--- src/rtl/core/tbdd_pkg.sv ---
// Shared types and constants for the two-beam direction detector.
// No dependencies; imported by every module of the block.
`timescale 1ns / 1ps
`default_nettype none

package tbdd_pkg;

   localparam int COUNT_WIDTH_DEF = 8;
   localparam int PHASE_W         = 7;
   localparam int THRESH_W        = 8;
   localparam int CSR_DATA_W      = 8;
   localparam int CSR_INDEX_W     = 2;

   localparam logic [THRESH_W-1:0] THRESH_RST       = 8'd20;
   localparam logic [PHASE_W-1:0]  WINDOW_START_RST = 7'd8;
   localparam logic [PHASE_W-1:0]  BURST_END_RST    = 7'd46;
   localparam logic [PHASE_W-1:0]  PERIOD_LAST_RST  = 7'd84;

   typedef enum logic [CSR_INDEX_W-1:0] {
      REG_TRIP_LEVEL   = 2'd0,
      REG_WINDOW_START = 2'd1,
      REG_BURST_END    = 2'd2,
      REG_PERIOD_LAST  = 2'd3
   } reg_index_type;

   // bit1 = beam A broken, bit0 = beam B broken
   typedef enum logic [1:0] {
      CODE_CLEAR  = 2'b00,
      CODE_B_ONLY = 2'b01,
      CODE_A_ONLY = 2'b10,
      CODE_BOTH   = 2'b11
   } broken_code_type;

   typedef struct packed {
      logic sensor_a;
      logic sensor_b;
   } req_type;

   typedef struct packed {
      logic ir_led;
      logic sampling;
      logic walk_in;
      logic walk_out;
   } rsp_type;

   typedef struct packed {
      logic [THRESH_W-1:0] trip_level;
      logic [PHASE_W-1:0]  window_start;
      logic [PHASE_W-1:0]  burst_end;
      logic [PHASE_W-1:0]  period_last;
   } cfg_type;

   // Burst sequencer status for the tick being processed
   typedef struct packed {
      logic led;      // emitter level after the tick
      logic window;   // window flag after the tick
      logic closing;  // window falls on this tick
   } burst_type;

endpackage

`default_nettype wire

--- src/rtl/core/tbdd_csr.sv ---
// Configuration registers of the two-beam direction detector.
// Depends on tbdd_pkg.
`timescale 1ns / 1ps
`default_nettype none

module tbdd_csr
   import tbdd_pkg::*;
(
   input  wire logic                   clock,
   input  wire logic                   reset,
   input  wire logic                   csr_write,
   input  wire logic [CSR_INDEX_W-1:0] csr_index,
   input  wire logic [CSR_DATA_W-1:0]  csr_data,
   output cfg_type                     cfg
);

   cfg_type cfg_ff, cfg_in;

   always_comb begin
      cfg_in = cfg_ff;
      if (csr_write) begin
         unique case (reg_index_type'(csr_index))
            REG_TRIP_LEVEL:   cfg_in.trip_level   = csr_data[THRESH_W-1:0];
            REG_WINDOW_START: cfg_in.window_start = csr_data[PHASE_W-1:0];
            REG_BURST_END:    cfg_in.burst_end    = csr_data[PHASE_W-1:0];
            REG_PERIOD_LAST:  cfg_in.period_last  = csr_data[PHASE_W-1:0];
            default:          cfg_in = cfg_ff;
         endcase
      end
   end

   always_ff @(posedge clock) begin
      if (reset) begin
         cfg_ff.trip_level   <= THRESH_RST;
         cfg_ff.window_start <= WINDOW_START_RST;
         cfg_ff.burst_end    <= BURST_END_RST;
         cfg_ff.period_last  <= PERIOD_LAST_RST;
      end else begin
         cfg_ff <= cfg_in;
      end
   end

   assign cfg = cfg_ff;

endmodule

`default_nettype wire

--- src/rtl/core/tbdd_burst.sv ---
// Phase counter, emitter toggle and sampling window latch.
// Depends on tbdd_pkg.
`timescale 1ns / 1ps
`default_nettype none

module tbdd_burst
   import tbdd_pkg::*;
(
   input  wire logic    clock,
   input  wire logic    reset,
   input  wire logic    step,
   input  wire cfg_type cfg,
   output burst_type    burst
);

   logic [PHASE_W-1:0] phase_ff, phase_in;
   logic               led_ff, led_in;
   logic               window_ff, window_in;

   always_comb begin
      if (phase_ff <= cfg.burst_end) begin
         window_in = window_ff | (phase_ff >= cfg.window_start);
         led_in    = ~led_ff;
         phase_in  = phase_ff + PHASE_W'(1);
      end else begin
         window_in = 1'b0;
         led_in    = 1'b0;
         phase_in  = (phase_ff == cfg.period_last) ? '0 : phase_ff + PHASE_W'(1);
      end
   end

   always_ff @(posedge clock) begin
      if (reset) begin
         phase_ff  <= '0;
         led_ff    <= 1'b0;
         window_ff <= 1'b0;
      end else if (step) begin
         phase_ff  <= phase_in;
         led_ff    <= led_in;
         window_ff <= window_in;
      end
   end

   assign burst.led     = led_in;
   assign burst.window  = window_in;
   assign burst.closing = window_ff & ~window_in;

endmodule

`default_nettype wire

--- src/rtl/core/tbdd_beam.sv ---
// Per-beam sample counters, break judgement and direction decision.
// Depends on tbdd_pkg.
`timescale 1ns / 1ps
`default_nettype none

module tbdd_beam
   import tbdd_pkg::*;
#(
   parameter int COUNT_WIDTH = COUNT_WIDTH_DEF
) (
   input  wire logic                clock,
   input  wire logic                reset,
   input  wire logic                step,
   input  wire req_type             req,
   input  wire burst_type           burst,
   input  wire logic [THRESH_W-1:0] threshold,
   output logic                     walk_in,
   output logic                     walk_out
);

   localparam int CMP_W = (COUNT_WIDTH > THRESH_W) ? COUNT_WIDTH : THRESH_W;
   localparam logic [COUNT_WIDTH-1:0] COUNT_MAX = '1;

   logic [COUNT_WIDTH-1:0] count_a_ff, count_a_in;
   logic [COUNT_WIDTH-1:0] count_b_ff, count_b_in;
   broken_code_type        code_ff, code_in;
   logic                   rearm_ff, rearm_in;
   broken_code_type        cur;
   logic                   still_wait;

   always_comb begin
      cur = broken_code_type'({
         (CMP_W'(count_a_ff) >= CMP_W'(threshold)),
         (CMP_W'(count_b_ff) >= CMP_W'(threshold))});
      still_wait = rearm_ff & (cur != CODE_CLEAR);
      count_a_in = count_a_ff;
      count_b_in = count_b_ff;
      code_in    = code_ff;
      rearm_in   = rearm_ff;
      walk_in    = 1'b0;
      walk_out   = 1'b0;
      if (burst.window) begin
         if (req.sensor_a && count_a_ff != COUNT_MAX)
            count_a_in = count_a_ff + COUNT_WIDTH'(1);
         if (req.sensor_b && count_b_ff != COUNT_MAX)
            count_b_in = count_b_ff + COUNT_WIDTH'(1);
      end else if (burst.closing) begin
         count_a_in = '0;
         count_b_in = '0;
         rearm_in   = still_wait;
         if (!still_wait) begin
            walk_in  = (code_ff == CODE_CLEAR) && (cur == CODE_A_ONLY);
            walk_out = (code_ff == CODE_CLEAR) && (cur == CODE_B_ONLY);
            rearm_in = walk_in | walk_out;
            code_in  = cur;
         end
      end
   end

   always_ff @(posedge clock) begin
      if (reset) begin
         count_a_ff <= '0;
         count_b_ff <= '0;
         code_ff    <= CODE_CLEAR;
         rearm_ff   <= 1'b0;
      end else if (step) begin
         count_a_ff <= count_a_in;
         count_b_ff <= count_b_in;
         code_ff    <= code_in;
         rearm_ff   <= rearm_in;
      end
   end

endmodule

`default_nettype wire

--- src/rtl/core/two_beam_direction_detector.sv ---
// Top level of the two-beam direction detector: CSRs, burst sequencer,
// beam judge and result register. Depends on tbdd_pkg, tbdd_csr,
// tbdd_burst and tbdd_beam.
//
//   channel  ports                          direction  transfer
//   req      req_valid/req_ready/req_data   in         one tick, two sensor bits
//   rsp      rsp_valid/rsp_ready/rsp_data   out        one result per tick
//   csr      csr_write/csr_index/csr_data   in         write when csr_write high
//
// One tick per cycle unless a result stalls; a result appears in the cycle after its tick is taken.
// The result register lets a new tick in while the result it holds is taken.
// A stalled result blocks req only while rsp_ready is low.
// Synchronous reset restores register defaults and clears phase and counts.
`timescale 1ns / 1ps
`default_nettype none

module two_beam_direction_detector
   import tbdd_pkg::*;
#(
   parameter int COUNT_WIDTH = COUNT_WIDTH_DEF
) (
   input  wire logic                   clock,
   input  wire logic                   reset,
   input  wire logic                   req_valid,
   output logic                        req_ready,
   input  wire req_type                req_data,
   output logic                        rsp_valid,
   input  wire logic                   rsp_ready,
   output rsp_type                     rsp_data,
   input  wire logic                   csr_write,
   input  wire logic [CSR_INDEX_W-1:0] csr_index,
   input  wire logic [CSR_DATA_W-1:0]  csr_data
);

   cfg_type   cfg;
   burst_type burst;
   logic      step;
   logic      walk_in, walk_out;
   logic      rsp_valid_ff;
   rsp_type   rsp_data_ff, rsp_data_in;

   assign req_ready = ~rsp_valid_ff | rsp_ready;
   assign step      = req_valid & req_ready;

   tbdd_csr u_csr (
      .clock     (clock),
      .reset     (reset),
      .csr_write (csr_write),
      .csr_index (csr_index),
      .csr_data  (csr_data),
      .cfg       (cfg)
   );

   tbdd_burst u_burst (
      .clock (clock),
      .reset (reset),
      .step  (step),
      .cfg   (cfg),
      .burst (burst)
   );

   tbdd_beam #(
      .COUNT_WIDTH (COUNT_WIDTH)
   ) u_beam (
      .clock     (clock),
      .reset     (reset),
      .step      (step),
      .req       (req_data),
      .burst     (burst),
      .threshold (cfg.trip_level),
      .walk_in   (walk_in),
      .walk_out  (walk_out)
   );

   always_comb begin
      rsp_data_in.ir_led   = burst.led;
      rsp_data_in.sampling = burst.window;
      rsp_data_in.walk_in  = walk_in;
      rsp_data_in.walk_out = walk_out;
   end

   always_ff @(posedge clock) begin
      if (reset) begin
         rsp_valid_ff <= 1'b0;
      end else if (req_ready) begin
         rsp_valid_ff <= req_valid;
      end
   end

   always_ff @(posedge clock) begin
      if (step) begin
         rsp_data_ff <= rsp_data_in;
      end
   end

   assign rsp_valid = rsp_valid_ff;
   assign rsp_data  = rsp_data_ff;

`ifndef SYNTHESIS
   a_one_direction: assert property (@(posedge clock) disable iff (reset)
      rsp_valid |-> !(rsp_data.walk_in && rsp_data.walk_out))
      else $error("walk_in and walk_out in one result");

   a_event_outside_window: assert property (@(posedge clock) disable iff (reset)
      (rsp_valid && (rsp_data.walk_in || rsp_data.walk_out)) |-> !rsp_data.sampling)
      else $error("direction event while sampling window open");

   a_transfer_yields_result: assert property (@(posedge clock) disable iff (reset)
      (req_valid && req_ready) |=> rsp_valid)
      else $error("accepted tick gave no result");
`endif

endmodule

`default_nettype wire

--- config.mk ---
export PLATFORM = sky130hd
export DESIGN_NAME = two_beam_direction_detector
export DESIGN_NICKNAME = d
export VERILOG_FILES = /design/src/rtl/core/tbdd_pkg.sv /design/src/rtl/core/tbdd_csr.sv /design/src/rtl/core/tbdd_burst.sv /design/src/rtl/core/tbdd_beam.sv /design/src/rtl/core/two_beam_direction_detector.sv
export SDC_FILE = /design/constraint.sdc
export NUM_CORES = 1
export LEC_CHECK = 0
export BUFFER_PORTS_ARGS = -buffer_cell sky130_fd_sc_hd__buf_2
export CELL_PAD_IN_SITES_DETAIL_PLACEMENT = 0
export CELL_PAD_IN_SITES_GLOBAL_PLACEMENT = 1
export CORE_UTILIZATION = 51
export DETAILED_ROUTE_END_ITERATION = 10
export PLACE_DENSITY = 0.91
export SLEW_MARGIN = 20
export SYNTH_ARGS = -nofsm -noshare
export SYNTH_HDL_FRONTEND = slang
export SYNTH_HIERARCHICAL = 1
export SYNTH_SLANG_ARGS = --single-unit
--- constraint.sdc ---
create_clock -name clock -period 4 [get_ports clock]
set_clock_uncertainty 0.05 [all_clocks]
set_input_delay 0.4 -clock clock [delete_from_list [all_inputs] [get_ports clock]]
set_output_delay 0.4 -clock clock [all_outputs]
set_load 0.05 [all_outputs]
Word-level counts from Yosys, hierarchy flattened
Cells that the tools add are included.
- word-level logic and storage cells: 71
- bits of input ports: 17
- output and inout port bits: 6
- register bits after elaboration: 62
- order comparisons: 4
- add/subtract/negate cells: 3
- multiplexer cells: 10
- equality and inequality tests: 10
- bitwise gates (word level): 11
- reductions and logical operators: 17
- operators by type and width (kind ; count):
    8-bit 2-to-1 mux ; 5
    8-bit by 1-bit adder with 8-bit output, second input constant ; 2
    8-bit >= comparator ; 2
    8-bit inequality test, second input constant ; 2
    7-bit 2-to-1 mux ; 2
    3-bit AND reduction ; 3
    2-bit AND reduction ; 4
    7-bit by 1-bit adder with 7-bit output, second input constant ; 1
    7-bit equality test ; 1
    7-bit >= comparator ; 1
    7-bit <= comparator ; 1
    2-bit equality test, second input constant ; 3
    1-bit inverter ; 5
    2-bit by 1-bit equality test with 1-bit output, second input constant ; 2
    1-bit logical AND ; 4
    2-bit logical NOT ; 2
    2-bit by 1-bit inequality test with 1-bit output, second input constant ; 2
    4-bit AND reduction ; 1
    2-bit nonzero test ; 2
    1-bit AND ; 3
    1-bit 2-to-1 mux ; 3
    1-bit bitwise OR ; 3
    3-bit OR reduction ; 1

Logic depth before layout (Yosys ltp)
Gate-level depths: netlist of the first run.
- depth in word-level cells: 7
- depth in mapped cells: 15
- depth with buffers taken out: 12

Modules after synthesis
Netlist of the first run, hierarchy kept.
- modules (own cells, without submodules) (module ; cells each ; times used ; area each (µm²)):
    tbdd_beam ; 162 ; 1 ; 1356.3
    tbdd_csr ; 115 ; 1 ; 1184.9
    tbdd_burst ; 98 ; 1 ; 819.5
    two_beam_direction_detector ; 9 ; 1 ; 175.2

Least setup slack after synthesis of the first run
No wires, ideal clock.
- path type: register -> register
- start point: reg u_burst.phase_ff[5]
- end point: reg u_beam.count_b_ff[4]
- period minus slack after synthesis: 2.656 ns
- slack: 1.344 ns
- path buffers: 3
- library setup time: 0.071 ns
- cell stages (with the launch flop): 13
- required time: 3.879 ns
- arrival: 2.535 ns
- cell sequence: dfxtp_1 ha_1 a21o_1 a211oi_1 o21a_1 nor2_1 buf_4 buf_6 mux2i_1 a311o_1 buf_6 or3_1 a21oi_1
- longest elaborated chain between the ends: 7
- elaborated cells on any way between the ends: 10
- classes of those cells: order compare (2); eq/ne (1); mux (2); bitwise (3); reduce/logical (2)
- RTL lines (item ; line ; text):
    start, declared ; tbdd_burst.sv:16 ; logic [PHASE_W-1:0] phase_ff, phase_in;
    start signal, assigned ; tbdd_burst.sv:38 ; phase_ff <= phase_in;
    7-bit >= comparator ; tbdd_burst.sv:22 ; window_in = window_ff | (phase_ff >= cfg.window_start);
    1-bit bitwise OR ; tbdd_burst.sv:22 ;
    1-bit 2-to-1 mux * ; tbdd_burst.sv:21 ; if (phase_ff <= cfg.burst_end) begin
    net u_burst.window_in ; tbdd_burst.sv:18 ; logic window_ff, window_in;
    1-bit inverter ; tbdd_burst.sv:46 ; assign burst.closing = window_ff & ~window_in;
    1-bit AND ; tbdd_burst.sv:46 ;
    2-bit nonzero test (no source line) ; -- ;
    3-bit AND reduction (no source line) ; -- ;
    end signal, assigned ; tbdd_beam.sv:68 ; count_b_ff <= count_b_in;
    end, declared ; tbdd_beam.sv:25 ; logic [COUNT_WIDTH-1:0] count_b_ff, count_b_in;
The timed path passes the listed nets; every way through them passes the cells marked *.
A chain may end at the register's enable or synchronous reset.

==> out/metrics.cfg, run 1 <==
[synthesis]
muxShareOfSynthArea_pct = 9.34
synthSimpleGateAreaFrac_pct = 21.6
synth_ff_type = dfxtp_1
synth_top_family_by_area = simple AND/OR/NAND/NOR gates
synth-seq-area-share_pct = 36.2
synth_edf_count = 4
synth.area.top_cells = dfxtp_1 (33%), ha_1 (12%), mux2i_1 (9.3%), nand2b_1 (5.5%), nor2_1 (5.4%)
synth_most_common_cell = dfxtp_1
synth_cells = 384
netlist.area_leader.share_pct = 32.8
synthArstFlopShare_pct = 0
yosys_warnings = 6
synth.cell_area_sq_um = 3540
ys_types = 53
syn_avg_cell_area_sq_um = 9.21
synth_common_cells = dfxtp_1 (58), nor2_1 (51), ha_1 (33), mux2i_1 (33), nand2b_1 (31)
synth_xor_xnor_area_share_pct = 5.45
synth_compound_area_share_pct = 10.3
syn_nets = 434
synth_fa_ha_area_share_pct = 11.7
synth_seq_cells = 62
synth_top_cell_by_area = dfxtp_1

[clock_network]
htree_levels = 3
tritoncts = done
cts_setup_buffers = 0
clk_pin_slew_ns = 0.07
numCtsBuffers = 9
cts.sinks = 62
post_cts_resize_count = 0
root_buffer = clkbuf_8
cts_buffer_depth = 2
clk_latency_ns = 0.35
cts_hold_buf = 0

[finish]
final_cells = 484
multi_input_area_sq_um = 2060
antenna_cells = 0
n_fill_cell = 597
finalNetCount = 452
ff_latch_area_sq_um = 1280
layout-drive-gt1-share_pct = 11.3
syn_to_final_growth_pct = 8.74

[setup_path]
reg2regPathDepth = 10
r2r_setup_slack_ns = 0.77
crit_path_cell_trace = ha_1 -> a211oi_2 -> o21bai_1 -> o22a_2 -> nor2_1 -> nand2b_1 -> a311o_1 -> nor2_1 -> a41oi_1 -> a211oi_1
r2r-start = u_burst/phase_ff[4]
crit_family = compound AO/OA/AOI/OAI gates
worst_path_max_delay_cell = nor2_1
path_class = reg -> reg
worstSetupPathDepth = 10
end_kind = flip-flop
cpPeakStageDelay_ns = 0.58
critical_path_arrival_ns = 3.37
startpoint_type = flip-flop
required_ns = 4.14
crit_path_end = u_beam/count_b_ff[5]
reg2reg_to = u_beam/count_b_ff[5]
critical_path.startpoint = u_burst/phase_ff[4]
crit_top_cell = nor2_1
worstPathMaxFanout = 12
path_buf_inv = 0

[global_routing]
grt-ovfl-total = 0
grt_pass1_vias = 2574
grt_pass1_wl_um = 12600
antenna_found_initial = 0
grtUsageTotal_pct = 22.6
grt_max_degree = 57

[power]
p_int_uw = 992
fin_total_pwr_uw = 1320
p_per_area_nw_per_um2 = 344
leakage_uw = 0.00168
clkPwrFrac_pct = 41.4
p_switching_uw = 331
peakVddDrop_mv = 0.187
power_frac_comb_pct = 9.1
switching_share_pct = 25.0
p_seq_share_pct = 49.5

[timing]
post-route-period-util_pct = 80.7
finalSetupTns_ns = 0
max_slew_margin_pct = 40.4
timing.fmax_mhz = 310
rsz0062_at_grt = false
drv_slew = 0
min_period_ns = 3.23
worst_slew_pin_slew_ns = 0.894
hold_violations = 0
setup_viol = 0

[floorplanning]
rows = 29
die_width_um = 85.3
die_area_sq_um = 7270
num_io_pins = 23
dieHeight_um = 85.3
coreArea_sq_um = 6530
start_util_pct = 54.1

[drt]
drt_first_pass_iters = 4
drt_iter0_markers = 145
drc = 0
ant_nets = 0
wl_um = 7150
post_drt_wl_per_cell_um = 14.8
via_per_inst = 5.55
vias = 2684

[place]
dp_cells = 468
dpl.hpwl_um = 5230
port_buffers = 22
gp_routability_congestion = 0.881

[status]
run_status = completed

[hold_path]
hold_class = in -> reg

[run]
max-cap-violations = 0

## how the worst min path moves through the flow
stage / from / endpoint / depth (start not counted)
6_report: req_valid / rsp_valid / 3
5_1_grt: req_valid / rsp_valid / 3
4_1_cts: req_valid / rsp_valid / 3
3_5_place_dp: u_csr/cfg[20] / u_csr/cfg[20] / 2
3_3_place_gp: u_csr/cfg[20] / u_csr/cfg[20] / 2
2_1_floorplan: u_csr/cfg[19] / u_csr/cfg[19] / 2
## power by group through the flow
stage	clock [uW]	combinational [uW]	sequential, uW
after floorplan	0	82.9	675
after global placement	0	118	668
after detailed placement	0	120	669
after CTS	562	121	655
after global routing	590	135	656
final	548	121	654
## layout make-up
type	count	share of cell area, %
timing repair buffer	22	2.86
multi-input combinational	280	53.7
sequential	62	33.3
inverter	27	2.64
clock buffer	12	3.77
tap	77	2.51
clock inverter	4	1.24
## stage by stage
step | cell area, sq um | setup slack [ns] | hold WS [ns] | util, %
floorplan | 3540 | 1.34 | 0.399 | -
global placement | 3650 | 0.997 | 0.410 | 55.9
detailed placement | 3650 | 0.804 | 0.419 | 55.9
CTS | 3840 | 0.797 | 0.232 | 58.9
global route | 3840 | 0.458 | 0.250 | 58.9
finish | 3840 | 0.770 | 0.246 | 58.9
## logic make-up (layout without fill, tap and decap cells)
group	count (synthesis)	count (layout)
compound gates	50	50
xor+xnor	22	22
fa+ha+maj	33	33
buf+inv	42	65
flops	62	62
mux	33	33
simple gates	142	142
## state kept, by name (all words and copies together), names as in the netlist
signal and count:
u_csr/cfg 29, u_beam/count_a_ff 8, u_beam/count_b_ff 8, u_burst/phase_ff 7
rsp_data 4, u_beam/code_ff 2, rsp_valid 1, u_beam/rearm_ff 1
u_burst/led_ff 1, u_burst/window_ff 1
## layout by cell type, fill, tap and decap left out, drive strengths merged, types with 12 or more instances in the layout
cell type   n
dfxtp      58
nor2       51
mux2i      33
ha         33
nand2b     32
inv        27
buf        22
xnor2      15
nand2      14
clkbuf     12
## layer usage
| metal | part of all wire [%] | vias to the layer above | global-route usage, % | wire length [um] |
|---|---|---|---|---|
| li1 | - | 1371 | - | - |
| met1 | 51 | 1230 | 32.5 | 3660 |
| met2 | 42 | 69 | 31.4 | 2990 |
| met3 | 4.8 | 14 | 5.93 | 342 |
| met4 | 2.1 | 0 | 10.2 | 153 |
| met5 | 0 | - | 0 | 0 |
## worst reg2reg max path, cell delays in order, from the launching register on
cell and delay, ns:
dfxtp_1 0.47, ha_1 0.31, a211oi_2 0.21, o21bai_1 0.11
o22a_2 0.23, nor2_1 0.58, nand2b_1 0.28, a311o_1 0.43
nor2_1 0.10, a41oi_1 0.24, a211oi_1 0.08
(Power assumes the default switching activity.)
==> run 2: changes to the inputs <==
--- a/config.mk
+++ b/config.mk
@@ -8,9 +8,9 @@
 export BUFFER_PORTS_ARGS = -buffer_cell sky130_fd_sc_hd__buf_2
 export CELL_PAD_IN_SITES_DETAIL_PLACEMENT = 0
 export CELL_PAD_IN_SITES_GLOBAL_PLACEMENT = 1
-export CORE_UTILIZATION = 51
+export CORE_UTILIZATION = 47
 export DETAILED_ROUTE_END_ITERATION = 10
-export PLACE_DENSITY = 0.91
+export PLACE_DENSITY = 0.86
 export SLEW_MARGIN = 20
 export SYNTH_ARGS = -nofsm -noshare
 export SYNTH_HDL_FRONTEND = slang
==> constraint.sdc (replaced) <==
create_clock -name clock -period 3.1 [get_ports clock]
set_clock_uncertainty 0.05 [all_clocks]
set_input_delay 0.31 -clock clock [delete_from_list [all_inputs] [get_ports clock]]
set_output_delay 0.31 -clock clock [all_outputs]
set_load 0.05 [all_outputs]
==> run 2 against run 1 <==
Critical path depth unchanged. Global-route usage down 1.4 points. Clock power up 46%. Final area up 2.3%. Hold slack worse by 0.089 ns. Register-to-register slack worse by 0.48 ns. Critical path type unchanged. Critical endpoint is now u_beam/count_b_ff[4]. Largest cell class unchanged.
==> out/metrics.cfg, run 2 (synthesized netlist as in run 1, its figures left out) <==
[setup_path]
reg2regPathDepth = 10  ; unchanged
reg2reg_to = u_beam/count_b_ff[4]  ; was u_beam/count_b_ff[5]
end_kind = flip-flop  ; unchanged
cpPeakStageDelay_ns = 0.48  ; was 0.58 ns
r2r_setup_slack_ns = 0.29  ; was 0.77 ns
critical_path_arrival_ns = 3.03  ; was 3.37 ns
required_ns = 3.32  ; was 4.14 ns
path_class = reg -> reg  ; unchanged
crit_top_cell = a21oi_1  ; was nor2_1
worst_path_max_delay_cell = dfxtp_1  ; was nor2_1
r2r-start = u_burst/phase_ff[2]  ; was u_burst/phase_ff[4]
crit_path_cell_trace = ha_1 -> a21oi_1 -> o21ai_0 -> a21oi_1 -> o21a_1 -> nor2_2 -> nand2b_1 -> a311o_1 -> or3_1 -> a21oi_1  ; was ha_1 -> a211oi_2 -> o21bai_1 -> o22a_2 -> nor2_1 -> nand2b_1 -> a311o_1 -> nor2_1 -> a41oi_1 -> a211oi_1
worstPathMaxFanout = 9  ; was 12
startpoint_type = flip-flop  ; unchanged

[clock_network]
clk_pin_slew_ns = 0.07  ; about the same
htree_levels = 3  ; unchanged
cts_buffer_depth = 2  ; unchanged
cts_hold_buf = 0  ; unchanged
cts_setup_buffers = 0  ; unchanged
clk_latency_ns = 0.35  ; about the same
cts.sinks = 62  ; unchanged
numCtsBuffers = 9  ; unchanged
tritoncts = done  ; unchanged
root_buffer = clkbuf_8  ; unchanged

[global_routing]
grtUsageTotal_pct = 21.1  ; was 22.6%
grt-ovfl-total = 0  ; unchanged
grt_pass1_vias = 2534  ; was 2574
grt_pass1_wl_um = 12200  ; was 12600 um
antenna_found_initial = 0  ; unchanged
grt_max_degree = 50  ; was 57

[timing]
min_period_ns = 2.81  ; was 3.23 ns
timing.fmax_mhz = 356  ; was 310 MHz
max_slew_margin_pct = 48.4  ; was 40.4%
setup_viol = 0  ; unchanged
rsz0062_at_grt = false  ; unchanged
worst_slew_pin_slew_ns = 0.774  ; was 0.894 ns
finalSetupTns_ns = 0  ; unchanged
whs_ns = 0.157  ; was 0.246 ns
hold_violations = 0  ; unchanged
drv_slew = 0  ; unchanged
post-route-period-util_pct = 90.6  ; was 80.7%

[place]
gp_routability_congestion = 0.819  ; was 0.881
port_buffers = 22  ; unchanged
dpl.hpwl_um = 5510  ; was 5230 um

[drt]
ant_nets = 0  ; unchanged
drc = 0  ; unchanged
wl_um = 7420  ; was 7150 um
via_per_inst = 5.26  ; was 5.55
post_drt_wl_per_cell_um = 14.5  ; was 14.8 um
drt_first_pass_iters = 4  ; unchanged
vias = 2683  ; was 2684
drt_iter0_markers = 147  ; was 145

[power]
p_int_uw = 1360  ; was 992 uW
clkPwrFrac_pct = 44.3  ; was 41.4%
p_per_area_nw_per_um2 = 458  ; was 344 nW/um^2
leakage_uw = 0.00171  ; was 0.00168 uW
p_seq_share_pct = 46.8  ; was 49.5%
switching_share_pct = 24.4  ; was 25.0%
power_frac_comb_pct = 8.9  ; was 9.1%
peakVddDrop_mv = 0.227  ; was 0.187 mV
p_switching_uw = 440  ; was 331 uW

[finish]
final_cell_mix = dfxtp_1 (58), nor2_1 (50), mux2i_1 (33), ha_1 (33), nand2b_1 (31)  ; was dfxtp_1 (58), nor2_1 (51), mux2i_1 (33), ha_1 (33), nand2b_1 (31)
layout_commonest_cell = dfxtp_1  ; unchanged
multi_input_area_sq_um = 2070  ; was 2060 sq um
layout-drive-gt1-share_pct = 12.9  ; was 11.3%
ff_latch_area_sq_um = 1280  ; unchanged
antenna_cells = 0  ; unchanged
finalNetCount = 456  ; was 452
syn_to_final_growth_pct = 11.3  ; was 8.74%
n_fill_cell = 664  ; was 597
largest_reg_flops = 29  ; unchanged

[floorplanning]
coreArea_sq_um = 7250  ; was 6530 sq um
dieHeight_um = 88.7  ; was 85.3 um
num_io_pins = 23  ; unchanged
rows = 31  ; was 29
start_util_pct = 48.7  ; was 54.1%
die_width_um = 88.7  ; was 85.3 um
die_area_sq_um = 7870  ; was 7270 sq um

[hold_path]
worstHoldStart = req_valid  ; unchanged
whs_path_depth = 3  ; unchanged
holdPathEnd = rsp_valid  ; unchanged
hold_class = in -> reg  ; unchanged

[run]
max-cap-violations = 0  ; unchanged

[status]
run_status = completed  ; unchanged

-- run 2: changes by cell type in the layout (fill, tap and decap cells not counted) --
cell	before	now
nor2_1	51	50
clkinvlp_4	1	2
clkbuf_1	2	0
buf_4	0	4
bufinv_16	1	2
nor2_2	0	1
-- run 2: metal layers --
metal,part of all wire (%),GRT usage (%),vias up
li1,-,-,1374
met1,52,28.9,1254
met2,43,31.5,49
met3,3.4,5.13,6
met4,1.6,9.38,0
met5,0,0,-
-- run 2: final cells by class --
class | count | area share (%)
multi-input combinational | 280 | 52.5
timing repair buffer | 26 | 3.56
sequential | 62 | 32.6
tap | 99 | 3.15
inverter | 27 | 2.58
clock inverter | 6 | 2.16
clock buffer | 10 | 3.50
-- run 2: critical path, delay by kind of cell (launching register included) --
family / cells / cell delay (ns)
flip-flops: 1 / 0.48
AO/OA/AOI/OAI: 6 / 1.23
AND/OR/NAND/NOR: 3 / 0.67
adder cells (fa/ha/maj): 1 / 0.30
-- run 2: how the worst max path moves through the flow --
stage	startpoint	to	slack (ns)
floorplan	u_burst/phase_ff[5]	u_beam/count_b_ff[4]	0.44
global placement	u_burst/phase_ff[4]	u_beam/count_b_ff[4]	0.31
detailed placement	u_burst/phase_ff[0]	u_beam/count_b_ff[4]	0.25
CTS	u_burst/phase_ff[0]	u_beam/count_b_ff[4]	0.24
global route	u_burst/phase_ff[2]	u_beam/count_b_ff[5]	0.05
finish	u_burst/phase_ff[2]	u_beam/count_b_ff[4]	0.29
-- run 2: timing repair --
item,in CTS,in global routing
endpoints found under the setup margin,0,1
hold endpoints to repair,0,0
resized for setup,0,1
-- run 2: metrics by stage --
step	instances	area (sq um)	worst slack [ns]	util, %	power (uW)
2_1_floorplan	384	3540	0.444	-	978
3_3_place_gp	494	3710	0.309	51.1	1020
3_5_place_dp	494	3710	0.255	51.1	1020
4_1_cts	510	3930	0.242	54.2	1820
5_1_grt	510	3940	0.0540	54.3	1880
6_report	510	3940	0.292	54.3	1800
-- run 2: power by group through the flow --
stage	Clock [uW]	Sequential, uW	Combinational, uW
finish	798	844	161
global route	853	846	179
CTS	814	843	162
detailed placement	0	861	160
global placement	0	861	159
floorplan	0	871	107
==> run 3: changes to the inputs <==
--- a/config.mk
+++ b/config.mk
@@ -9,6 +9,7 @@
 export CELL_PAD_IN_SITES_DETAIL_PLACEMENT = 0
 export CELL_PAD_IN_SITES_GLOBAL_PLACEMENT = 1
 export CORE_UTILIZATION = 47
+export CTS_BUF_LIST = sky130_fd_sc_hd__clkbuf_16
 export DETAILED_ROUTE_END_ITERATION = 10
 export PLACE_DENSITY = 0.86
 export SLEW_MARGIN = 20
==> run 3 against run 2 <==
Flip-flop and latch count did not move. Clock power rose by 32%. Critical path type unchanged. Count of clock-buffer cells in the layout fell by 1. Register-to-register slack barely moved. Critical path depth did not move. Setup slack got worse by 0.0031 ns. Non-clock buffer count did not move. First-iteration DRC count fell by 13%.
==> out/metrics.cfg, run 3 (synthesized netlist as in run 1, its figures left out) <==
[finish]
antenna_cells = 0  ; unchanged
design_area_sq_um = 4030  ; was 3940 sq um
layout-drive-gt1-share_pct = 12.7  ; was 12.9%
finalNetCount = 456  ; unchanged
layout_commonest_cell = dfxtp_1  ; unchanged
largest_reg_flops = 29  ; unchanged
syn_to_final_growth_pct = 13.9  ; was 11.3%
final_cell_mix = dfxtp_1 (58), nor2_1 (50), mux2i_1 (33), ha_1 (33), nand2b_1 (31)  ; unchanged

[place]
gp_routability_congestion = 0.819  ; unchanged
port_buffers = 22  ; unchanged
dpl.hpwl_um = 5510  ; unchanged
place_area_sq_um = 3710  ; unchanged
pre_cts_slack_ns = 0.255  ; unchanged

[setup_path]
required_ns = 3.29  ; was 3.32 ns
cpPeakStageDelay_ns = 0.47  ; was 0.48 ns
r2r-start = u_burst/phase_ff[2]  ; unchanged
crit_path_end = u_beam/count_b_ff[4]  ; unchanged
crit_top_cell = a21oi_1  ; unchanged
critical_path_arrival_ns = 3.00  ; was 3.03 ns
crit_path_cell_trace = ha_1 -> a21oi_1 -> o21ai_0 -> a21oi_1 -> o21a_1 -> nor2_2 -> nand2b_1 -> a311o_1 -> or3_1 -> a21oi_1  ; unchanged
path_class = reg -> reg  ; unchanged
startpoint_type = flip-flop  ; unchanged
worstPathMaxFanout = 9  ; unchanged
end_kind = flip-flop  ; unchanged
reg2regPathDepth = 10  ; unchanged
critical_path.startpoint = u_burst/phase_ff[2]  ; unchanged
worst_path_max_delay_cell = dfxtp_1  ; unchanged
reg2reg_to = u_beam/count_b_ff[4]  ; unchanged
r2r_setup_slack_ns = 0.29  ; about the same

[timing]
timing.fmax_mhz = 356  ; about the same
max_slew_margin_pct = 48.4  ; about the same
rsz0062_at_grt = false  ; unchanged
min_period_ns = 2.81  ; about the same
setup_viol = 0  ; unchanged
finalSetupTns_ns = 0  ; unchanged
hold_violations = 0  ; unchanged
worst_slew_pin_slew_ns = 0.774  ; about the same
post-route-period-util_pct = 90.7  ; was 90.6%
worst_slack_ns = 0.289  ; was 0.292 ns
drv_slew = 0  ; unchanged

[floorplanning]
rows = 31  ; unchanged
die_area_sq_um = 7870  ; unchanged
dieHeight_um = 88.7  ; unchanged
coreArea_sq_um = 7250  ; unchanged
start_util_pct = 48.7  ; unchanged
num_io_pins = 23  ; unchanged
die_width_um = 88.7  ; unchanged

[power]
switching_share_pct = 22.6  ; was 24.4%
power_frac_comb_pct = 7.8  ; was 8.9%
leakage_uw = 0.00175  ; was 0.00171 uW
p_switching_uw = 465  ; was 440 uW
p_int_uw = 1590  ; was 1360 uW
fin_total_pwr_uw = 2060  ; was 1800 uW
p_per_area_nw_per_um2 = 510  ; was 458 nW/um^2
peakVddDrop_mv = 0.315  ; was 0.227 mV
p_seq_share_pct = 41.1  ; was 46.8%
clkPwrFrac_pct = 51.0  ; was 44.3%

[clock_network]
htree_levels = 3  ; unchanged
numCtsBuffers = 9  ; unchanged
clk_pin_slew_ns = 0.06  ; was 0.07 ns
cts_buffer_depth = 2  ; unchanged
root_buffer = clkbuf_16  ; was clkbuf_8
cts_hold_buf = 0  ; unchanged
cts_setup_buffers = 0  ; unchanged
clk_latency_ns = 0.32  ; was 0.35 ns
cts.sinks = 62  ; unchanged
post_cts_resize_count = 0  ; unchanged
tritoncts = done  ; unchanged

[run]
max-cap-violations = 0  ; unchanged

[drt]
via_per_inst = 5.30  ; was 5.26
wl_um = 7420  ; unchanged
drc = 0  ; unchanged
drt_first_pass_iters = 5  ; was 4
vias = 2705  ; was 2683
drt_iter0_markers = 128  ; was 147
post_drt_wl_per_cell_um = 14.5  ; unchanged
ant_nets = 0  ; unchanged

[global_routing]
grt-ovfl-total = 0  ; unchanged
grtUsageTotal_pct = 20.5  ; was 21.1%
grt_pass1_vias = 2534  ; unchanged
antenna_found_initial = 0  ; unchanged
grt_max_degree = 50  ; unchanged
grt_pass1_wl_um = 12100  ; was 12200 um

[hold_path]
whs_path_depth = 3  ; unchanged
hold_class = in -> reg  ; unchanged

[status]
run_status = completed  ; unchanged

run 3: cell types whose count changed in the layout (fill, tap and decap cells not counted), sizes merged:
cell	before	now
clkinv	2	3
clkbuf	10	9
run 3: critical path: cells and delay by family, from the launching register on:
kind                     cells  cell delay [ns]
adder cells (fa/ha/maj)      1             0.30
AND/OR/NAND/NOR              3             0.67
flip-flops                   1             0.47
AO/OA/AOI/OAI                6             1.24
run 3: metal layers:
layer | vias up | part of all wire [%] | global-route usage, %
li1 | 1382 | - | -
met1 | 1275 | 52 | 29.1
met2 | 42 | 44 | 31.7
met3 | 6 | 3.1 | 3.36
met4 | 0 | 0.76 | 6.60
met5 | - | 0 | 0
run 3: worst min-delay path by stage:
stage | startpoint | end | slack, ns
6_report | req_valid | rsp_valid | 0.19
2_1_floorplan | reset | rsp_valid | 0.32
5_1_grt | req_valid | rsp_valid | 0.21
4_1_cts | req_valid | rsp_valid | 0.18
3_3_place_gp | u_csr/cfg[15] | u_csr/cfg[15] | 0.41
3_5_place_dp | u_csr/cfg[13] | u_csr/cfg[13] | 0.42
run 3: final cells by class:
| type | instances | area (sq um) |
|---|---|---|
| Tap cell | 99 | 124 |
| Clock inverter | 7 | 88.8 |
| Fill cell | 650 | 3230 |
| Sequential cell | 62 | 1280 |
| Inverter | 27 | 101 |
| Multi-Input combinational cell | 280 | 2070 |
| Clock buffer | 9 | 225 |
| Timing Repair Buffer | 26 | 140 |
run 3: through the flow:
stage | hold WS (ns) | cells | util (%)
2_1_floorplan | 0.322 | 384 | -
5_1_grt | 0.208 | 510 | 55.5
3_3_place_gp | 0.409 | 494 | 51.1
6_report | 0.190 | 510 | 55.5
4_1_cts | 0.185 | 510 | 55.5
3_5_place_dp | 0.421 | 494 | 51.1
run 3: power groups by stage:
stage / registers [uW] / logic [uW] / clock network (uW)
after global placement: 861 / 159 / 0
after global routing: 848 / 179 / 1100
after detailed placement: 861 / 160 / 0
after floorplan: 871 / 107 / 0
final: 845 / 161 / 1050
after CTS: 845 / 162 / 1070
